## config.mk

```make
export PLATFORM = sky130hd
export DESIGN_NAME = sdg_div
export DESIGN_NICKNAME = d
export VERILOG_FILES = /design/src/design/sdg_pkg.sv /design/src/design/sdg_div.sv
export SDC_FILE = /design/constraint.sdc
export NUM_CORES = 2
export LEC_CHECK = 0
export BUFFER_PORTS_ARGS = -buffer_cell sky130_fd_sc_hd__buf_4
export CORE_MARGIN = 4
export CORE_UTILIZATION = 55
export CTS_CLUSTER_DIAMETER = 80
export DETAILED_ROUTE_END_ITERATION = 8
export PLACE_DENSITY = 0.76
export SLEW_MARGIN = 0
export SYNTH_ARGS = -nofsm -noshare
export SYNTH_HDL_FRONTEND = slang
export SYNTH_SLANG_ARGS = --single-unit
```

## constraint.sdc

```tcl
create_clock -name clock -period 3.45 [get_ports clock]
set_input_delay 0.1725 -clock clock [delete_from_list [all_inputs] [get_ports clock]]
set_output_delay 0.1725 -clock clock [all_outputs]
set_load 0.005 [all_outputs]
```

## src/design/sdg_pkg.sv

```systemverilog
// Package for the sound direction to goal block: widths, status codes,
// register indexes and the structs passed between pipeline sections.
// No dependencies; every other file imports this package.
`timescale 1ns / 1ps
`default_nettype none

package sdg_pkg;

   // Fixed point format of direction and energy
   localparam int FRAC_BITS = 14;
   // Extra fraction bits of the norm
   localparam int EXT_BITS  = 13;

   localparam int IN_W     = 16;
   localparam int MAG_W    = 16;
   localparam int SQ_W     = 2 * MAG_W;
   localparam int MN_W     = 15;
   localparam int MN2_W    = 2 * MN_W;
   localparam int EC_W     = FRAC_BITS + 1;
   localparam int DIST_W   = IN_W + FRAC_BITS;
   localparam int RAD_W    = SQ_W + 2 * EXT_BITS;
   localparam int ROOT_W   = RAD_W / 2;
   localparam int PROD_W   = MAG_W + DIST_W;
   localparam int DVD_W    = PROD_W + EXT_BITS;
   localparam int DVS_W    = ROOT_W + FRAC_BITS;
   localparam int QUO_W    = 17;
   localparam int CMP_W    = DVS_W + QUO_W;
   localparam int GOAL_W   = 17;
   localparam int GMAG_W   = 16;
   localparam int CSR_W    = 16;
   localparam int CSR_IDX_W = 2;

   localparam logic [EC_W-1:0]   ONE      = EC_W'(1) << FRAC_BITS;
   localparam logic [GMAG_W-1:0] GOAL_MAX = '1;

   // Register indexes
   localparam logic [CSR_IDX_W-1:0] CSR_QUIET_THR  = 2'd0;
   localparam logic [CSR_IDX_W-1:0] CSR_MIN_NORM   = 2'd1;
   localparam logic [CSR_IDX_W-1:0] CSR_NEAR_MM    = 2'd2;
   localparam logic [CSR_IDX_W-1:0] CSR_FAR_MM     = 2'd3;

   // Register reset values
   localparam logic [IN_W-1:0] QUIET_THR_RST  = 16'd1638;
   localparam logic [MN_W-1:0] MIN_NORM_RST   = 15'd164;
   localparam logic [IN_W-1:0] NEAR_MM_RST    = 16'd500;
   localparam logic [IN_W-1:0] FAR_MM_RST     = 16'd3000;

   typedef enum logic [1:0] {
      ST_GOAL     = 2'd0,
      ST_QUIET    = 2'd1,
      ST_VERTICAL = 2'd2
   } sdg_status_type;

   typedef struct packed {
      logic [IN_W-1:0] quiet_thr;
      logic [MN_W-1:0] min_norm;
      logic [IN_W-1:0] near_mm;
      logic [IN_W-1:0] far_mm;
   } sdg_cfg_type;

   // Carried alongside the division
   typedef struct packed {
      logic           neg_x;
      logic           neg_y;
      sdg_status_type status;
   } sdg_dvside_type;

   // Carried alongside the square root
   typedef struct packed {
      logic [PROD_W-1:0] prod_x;
      logic [PROD_W-1:0] prod_y;
      sdg_dvside_type    dv;
   } sdg_sqside_type;

endpackage

`default_nettype wire

```

## src/design/sdg_div.sv

```systemverilog
// Two-lane pipelined restoring divider: product times 2^EXT_BITS over
// root times 2^FRAC_BITS, overflow check then one quotient bit per stage.
// Depends on sdg_pkg.
`timescale 1ns / 1ps
`default_nettype none

module sdg_div (
   input  wire logic                      clock,
   input  wire logic                      reset,
   input  wire logic                      adv,
   input  wire logic                      in_valid,
   input  wire logic [sdg_pkg::PROD_W-1:0] prod_x,
   input  wire logic [sdg_pkg::PROD_W-1:0] prod_y,
   input  wire logic [sdg_pkg::ROOT_W-1:0] root,
   input  sdg_pkg::sdg_dvside_type        in_side,
   output logic                           out_valid,
   output logic [sdg_pkg::QUO_W-1:0]      quo_x,
   output logic [sdg_pkg::QUO_W-1:0]      quo_y,
   output logic                           ovf_x,
   output logic                           ovf_y,
   output sdg_pkg::sdg_dvside_type        out_side
);
   import sdg_pkg::*;

   localparam int NS = QUO_W + 1;

   logic [NS-1:0]    vld_ff;
   logic [DVS_W-1:0] dvs_ff  [NS];
   logic [DVD_W-1:0] rem_ff  [NS][2];
   logic [QUO_W-1:0] quo_ff  [NS][2];
   logic             ovf_ff  [NS][2];
   sdg_dvside_type   side_ff [NS];

   logic [DVD_W-1:0] dvd_in [2];
   logic [DVS_W-1:0] dvs_in;

   assign dvd_in[0] = {prod_x, {EXT_BITS{1'b0}}};
   assign dvd_in[1] = {prod_y, {EXT_BITS{1'b0}}};
   assign dvs_in    = {root, {FRAC_BITS{1'b0}}};

   // Stage 0: flag quotients that cannot fit
   always_ff @(posedge clock) begin
      if (reset) begin
         vld_ff[0] <= 1'b0;
      end else if (adv) begin
         vld_ff[0] <= in_valid;
      end
      if (adv) begin
         dvs_ff[0]  <= dvs_in;
         side_ff[0] <= in_side;
         for (int l = 0; l < 2; l++) begin
            rem_ff[0][l] <= dvd_in[l];
            quo_ff[0][l] <= '0;
            ovf_ff[0][l] <= CMP_W'(dvd_in[l]) >= (CMP_W'(dvs_in) << QUO_W);
         end
      end
   end

   // Quotient stages, most significant bit first
   for (genvar i = 1; i < NS; i++) begin : g_stage
      localparam int B = QUO_W - i;
      logic [CMP_W-1:0] sh;
      logic             take [2];

      assign sh      = CMP_W'(dvs_ff[i-1]) << B;
      assign take[0] = CMP_W'(rem_ff[i-1][0]) >= sh;
      assign take[1] = CMP_W'(rem_ff[i-1][1]) >= sh;

      always_ff @(posedge clock) begin
         if (reset) begin
            vld_ff[i] <= 1'b0;
         end else if (adv) begin
            vld_ff[i] <= vld_ff[i-1];
         end
         if (adv) begin
            dvs_ff[i]  <= dvs_ff[i-1];
            side_ff[i] <= side_ff[i-1];
            for (int l = 0; l < 2; l++) begin
               rem_ff[i][l] <= take[l] ? rem_ff[i-1][l] - sh[DVD_W-1:0] : rem_ff[i-1][l];
               quo_ff[i][l] <= take[l] ? (quo_ff[i-1][l] | (QUO_W'(1) << B))
                                       : quo_ff[i-1][l];
               ovf_ff[i][l] <= ovf_ff[i-1][l];
            end
         end
      end
   end

   assign out_valid = vld_ff[NS-1];
   assign quo_x     = quo_ff[NS-1][0];
   assign quo_y     = quo_ff[NS-1][1];
   assign ovf_x     = ovf_ff[NS-1][0];
   assign ovf_y     = ovf_ff[NS-1][1];
   assign out_side  = side_ff[NS-1];

endmodule

`default_nettype wire

```

==> impl_metrics.sql <==
INSERT INTO impl_metrics (metric_group, metric, value, unit) VALUES
('layout', 'post_route_cells_drive_above_1_share', '30.3', '%'),
('placement', 'dpl.hpwl', '362000', 'um'),
('layout', 'final.fill_count', '16700', ''),
('setup_path', 'crit_path_frequent_cell', 'sky130_fd_sc_hd__or4b_4', ''),
('route', 'drt-pass1-iter-count', '8', ''),
('cts', 'clock_edge_transition_at_the_registers_on_the_reported_setup_and_hold_paths', '0.07', 'ns'),
('yosys', 'synth_seq_cells', '2489', ''),
('outcome', 'failed_checks', 'negative setup slack', ''),
('yosys', 'syn-cell-area', '0.143', 'mm2'),
('outcome', 'run_status', 'complete, but fails checks', ''),
('min_path', 'hold_crit_path_type', 'in2reg', ''),
('die', 'core_region_area', '0.257', 'mm2'),
('grt', 'grt-ovfl-total', '0', ''),
('grt', 'number_of_antenna_violations_at_the_first_check_in_global_routing', '27', ''),
('cts', 'cts-buffers-inserted', '273', ''),
('setup_path', 'cell_with_the_largest_stage_delay_on_the_worst_path', 'sky130_fd_sc_hd__or4b_4', ''),
('yosys', 'syn_area_per_cell', '11.2', 'um2'),
('die', 'floorplan.rows', '186', ''),
('die', 'die_area', '0.268', 'mm2'),
('timing', 'final_critical_path_required_period', '3.87', 'ns'),
('cts', 'clkLatencyLatePin', '0.95', 'ns'),
('setup_path', 'timing.critical_path.to_type', 'flip-flop', ''),
('route', 'drtIter0Drc', '12100', ''),
('flow_run', 'maxCapViolCount', '0', ''),
('layout', 'layout-area-overhead-vs-synth', '33.8', '%'),
('route', 'detailroute.via_count', '121000', ''),
('yosys', 'ys_seq_area_share', '52.3', '%'),
('yosys', 'synth_enable_flop_cells', '2471', ''),
('yosys', 'netlist-cell-type-count', '112', ''),
('cts', 'root_buffer', 'sky130_fd_sc_hd__clkbuf_16', ''),
('placement', 'dp.cells', '18300', ''),
('cts', 'cts.htree.levels', '5', ''),
('route', 'drt-wirelength-per-cell', '26.3', 'um'),
('timing', 'finalHoldViolations', '0', ''),
('setup_path', 'setup.worst_path.class', 'reg2reg', ''),
('setup_path', 'crit_path_start_kind', 'flip-flop', ''),
('layout', 'instances_no_fill', '19500', ''),
('setup_path', 'worst-path-max-fanout', '4', ''),
('layout', 'finalCoreUtilization', '74.2', '%'),
('setup_path', 'critPathArrivalTime', '4.49', 'ns'),
('timing', 'fin_skew', '0.104', 'ns'),
('timing', 'maxClockFrequency', '258', 'MHz'),
('timing', 'count_of_final_setup_violators', '555', ''),
('pwr', 'irDropWorstVdd', '0.636', 'mV'),
('setup_path', 'critical_path_required', '4.07', 'ns'),
('grt', 'global_route_wire_length_before_repair', '724000', 'um'),
('timing', 'rsz0062_at_grt', 'true', ''),
('timing', 'worst_pin_slew', '0.966', 'ns'),
('route', 'antenna_violating_nets_post_route', '0', ''),
('yosys', 'synthArstFlopShare', '0', '%'),
('placement', 'gp_congestion', '1.03', ''),
('grt', 'grt_pass1_vias', '119000', ''),
('route', 'post_route_wl', '514000', 'um'),
('die', 'die_w', '517', 'um'),
('setup_path', 'timing.critical_path.cells', 'inv_1 > ha_2 > inv_2 > fa_2 > a211oi_4 > o21ai_2 > a31oi_4 > a2111oi_4 > or4b_4 > o211ai_4 > o31a_1 > or4b_4 > nor4_4 > xor2_1', ''),
('placement', 'dpl-instance-area', '0.165', 'mm2'),
('route', 'remaining_drc_errors', '0', ''),
('timing', 'finalWorstSetupSlack', '-0.421', 'ns'),
('grt', 'grt_start_max_net_pins', '96', ''),
('placement', 'placement.setup.worst_slack', '-0.642', 'ns'),
('yosys', 'synth_fp_nets', '14000', ''),
('placement', 'place.port_buffers', '169', ''),
('cts', 'cts_tree', 'built', ''),
('pwr', 'fin_total_pwr', '163', 'mW'),
('cts', 'numClockSinks', '2489', ''),
('yosys', 'yosys_warnings', '0', ''),
('die', 'ioPinCount', '170', ''),
('die', 'fp.dieH', '517', 'um'),
('pwr', 'standby_leakage_power', '78.5', 'nW'),
('layout', 'design.final.nets', '17100', ''),
('layout', 'postLayoutCellArea', '0.191', 'mm2');
## placed cells by master (no fill, tap or decap), types with 45 or more instances in the layout
cell and n:
sky130_fd_sc_hd__o21a_1 112, sky130_fd_sc_hd__a21o_1 564, sky130_fd_sc_hd__nand2_1 903, sky130_fd_sc_hd__or3_1 75
sky130_fd_sc_hd__clkbuf_16 306, sky130_fd_sc_hd__nor2_4 70, sky130_fd_sc_hd__ha_1 945, sky130_fd_sc_hd__nand4_1 181
sky130_fd_sc_hd__buf_6 155, sky130_fd_sc_hd__nor3_1 153, sky130_fd_sc_hd__clkinv_1 52, sky130_fd_sc_hd__o21ai_0 617
sky130_fd_sc_hd__nor2b_1 98, sky130_fd_sc_hd__and3_1 94, sky130_fd_sc_hd__buf_4 2569, sky130_fd_sc_hd__xor2_1 436
sky130_fd_sc_hd__inv_1 723, sky130_fd_sc_hd__edfxtp_1 2471, sky130_fd_sc_hd__a21oi_1 923, sky130_fd_sc_hd__a211oi_1 59
sky130_fd_sc_hd__o21ai_1 79, sky130_fd_sc_hd__inv_2 72, sky130_fd_sc_hd__nor2_1 713, sky130_fd_sc_hd__buf_12 121
sky130_fd_sc_hd__o211ai_1 78, sky130_fd_sc_hd__xnor2_1 551, sky130_fd_sc_hd__ha_4 76, sky130_fd_sc_hd__mux2_4 69
sky130_fd_sc_hd__nand3_1 186, sky130_fd_sc_hd__a21oi_2 131, sky130_fd_sc_hd__mux2_2 169, sky130_fd_sc_hd__a31oi_1 85
sky130_fd_sc_hd__or4_1 45, sky130_fd_sc_hd__o21bai_1 124, sky130_fd_sc_hd__nand2b_1 140, sky130_fd_sc_hd__dlygate4sd3_1 246
sky130_fd_sc_hd__nor4_1 97, sky130_fd_sc_hd__o21ai_2 124
## stage by stage
step,hold slack (ns),TNS [ns]
after detailed placement,0.355,-218.97
after global routing,0.0390,-122.47
after floorplan,0.271,0
after global placement,0.351,-200.64
final,0.0575,-71.32
after CTS,0.000137,-31.57
## registers in the layout, indices dropped and copies added (netlist names)
name / flops
side_ff: 72
quo_ff: 306
out_valid: 1
rem_ff: 1564
ovf_ff: 36
dvs_ff: 493
vld_ff: 17
## power breakdown
group	internal, mW	switching [mW]	total, mW
combinational	38.3	43.5	81.8
clock	17.3	13.0	30.3
sequential	44.1	7.14	51.2
total	99.7	63.6	163
## synth_stat cells, types with 26 or more instances
library cell and instances:
sky130_fd_sc_hd__a2111oi_0 31, sky130_fd_sc_hd__a211o_1 33, sky130_fd_sc_hd__a211oi_1 97, sky130_fd_sc_hd__a21o_1 564, sky130_fd_sc_hd__a21oi_1 1093, sky130_fd_sc_hd__a31oi_1 111, sky130_fd_sc_hd__and2_1 40, sky130_fd_sc_hd__and3_1 101
sky130_fd_sc_hd__and4_1 35, sky130_fd_sc_hd__buf_1 26, sky130_fd_sc_hd__buf_2 63, sky130_fd_sc_hd__clkbuf_1 227, sky130_fd_sc_hd__edfxtp_1 2471, sky130_fd_sc_hd__fa_1 32, sky130_fd_sc_hd__ha_1 1042, sky130_fd_sc_hd__inv_1 796
sky130_fd_sc_hd__mux2_2 229, sky130_fd_sc_hd__mux2i_1 38, sky130_fd_sc_hd__nand2_1 991, sky130_fd_sc_hd__nand2b_1 148, sky130_fd_sc_hd__nand3_1 225, sky130_fd_sc_hd__nand3b_1 30, sky130_fd_sc_hd__nand4_1 181, sky130_fd_sc_hd__nor2_1 822
sky130_fd_sc_hd__nor2b_1 121, sky130_fd_sc_hd__nor3_1 187, sky130_fd_sc_hd__nor4_1 153, sky130_fd_sc_hd__o211ai_1 78, sky130_fd_sc_hd__o21a_1 121, sky130_fd_sc_hd__o21ai_0 835, sky130_fd_sc_hd__o21bai_1 131, sky130_fd_sc_hd__o31ai_1 64
sky130_fd_sc_hd__or2_2 34, sky130_fd_sc_hd__or3_1 78, sky130_fd_sc_hd__or4_1 49, sky130_fd_sc_hd__xnor2_1 578, sky130_fd_sc_hd__xor2_1 442
## logic make-up (layout without fill, tap and decap cells)
family / count (synthesis) / after routing / share of synthesized area, %
AOI/OAI and AO/OA: 3492 / 3495 / 15.3
xor gates and xnor gates: 1020 / 1020 / 6.26
adders and majority gates: 1074 / 1074 / 9.59
buffers and inverters: 1126 / 4471 / 3.03
DFF: 2489 / 2489 / 52.3
muxes: 276 / 276 / 2.15
other: 0 / 7 / 0
and+or+nand+nor: 3313 / 3313 / 11.4
## final timing paths
path	cells after the start	to	slack, ns	startpoint
max	14	rem_ff[7][172]$_DFFE_PP_	-0.42	rem_ff[7][16]$_DFFE_PP_
min	2	rem_ff[0][27]$_DFFE_PP_	0.06	prod_y[14]
max reg2reg	14	rem_ff[7][172]$_DFFE_PP_	-0.42	rem_ff[7][16]$_DFFE_PP_
min reg2reg	0	quo_ff[8][28]$_DFFE_PP_	0.41	quo_ff[7][28]$_DFFE_PP_
## routing by layer
layer  part of all wire [%]  global-route usage [%]  vias up
met4                    8.2                    22.3       16
li1                       -                       -    54200
met1                     36                    42.1    58500
met3                    7.9                    5.93     2031
met2                     48                    61.0     6346
met5                  0.028                       0        -
## cell type report
cell class / count / area share (%)
diodes: 7 / 0.00917
clock buffers: 315 / 3.70
clock inverters: 173 / 1.07
inverters: 805 / 1.61
multi-input cells: 9178 / 37.7
flip-flops and latches: 2489 / 39.1
well taps: 3384 / 2.22
repair buffers: 3178 / 14.6
## worst max-delay path: cells and delay by family, from the launching register on
| family | cells | cell delay, ns |
|---|---|---|
| AOI/OAI and AO/OA | 6 | 1.14 |
| xor gates and xnor gates | 1 | 0.09 |
| adders and majority gates | 2 | 0.57 |
| buffers and inverters | 2 | 0.12 |
| DFF | 1 | 0.39 |
| and+or+nand+nor | 3 | 1.22 |
## what timing repair did
action | in CTS | in global routing
endpoints found under the setup margin | 1045 | 1054
pin swaps | 354 | 584
hold buffers | 246 | 0
gates cloned | 45 | 37
setup buffers | 239 | 271
resized for setup | 1039 | 1206
hold endpoints to repair | 185 | 0
No activity file was read; power rests on OpenSTA's default activity.
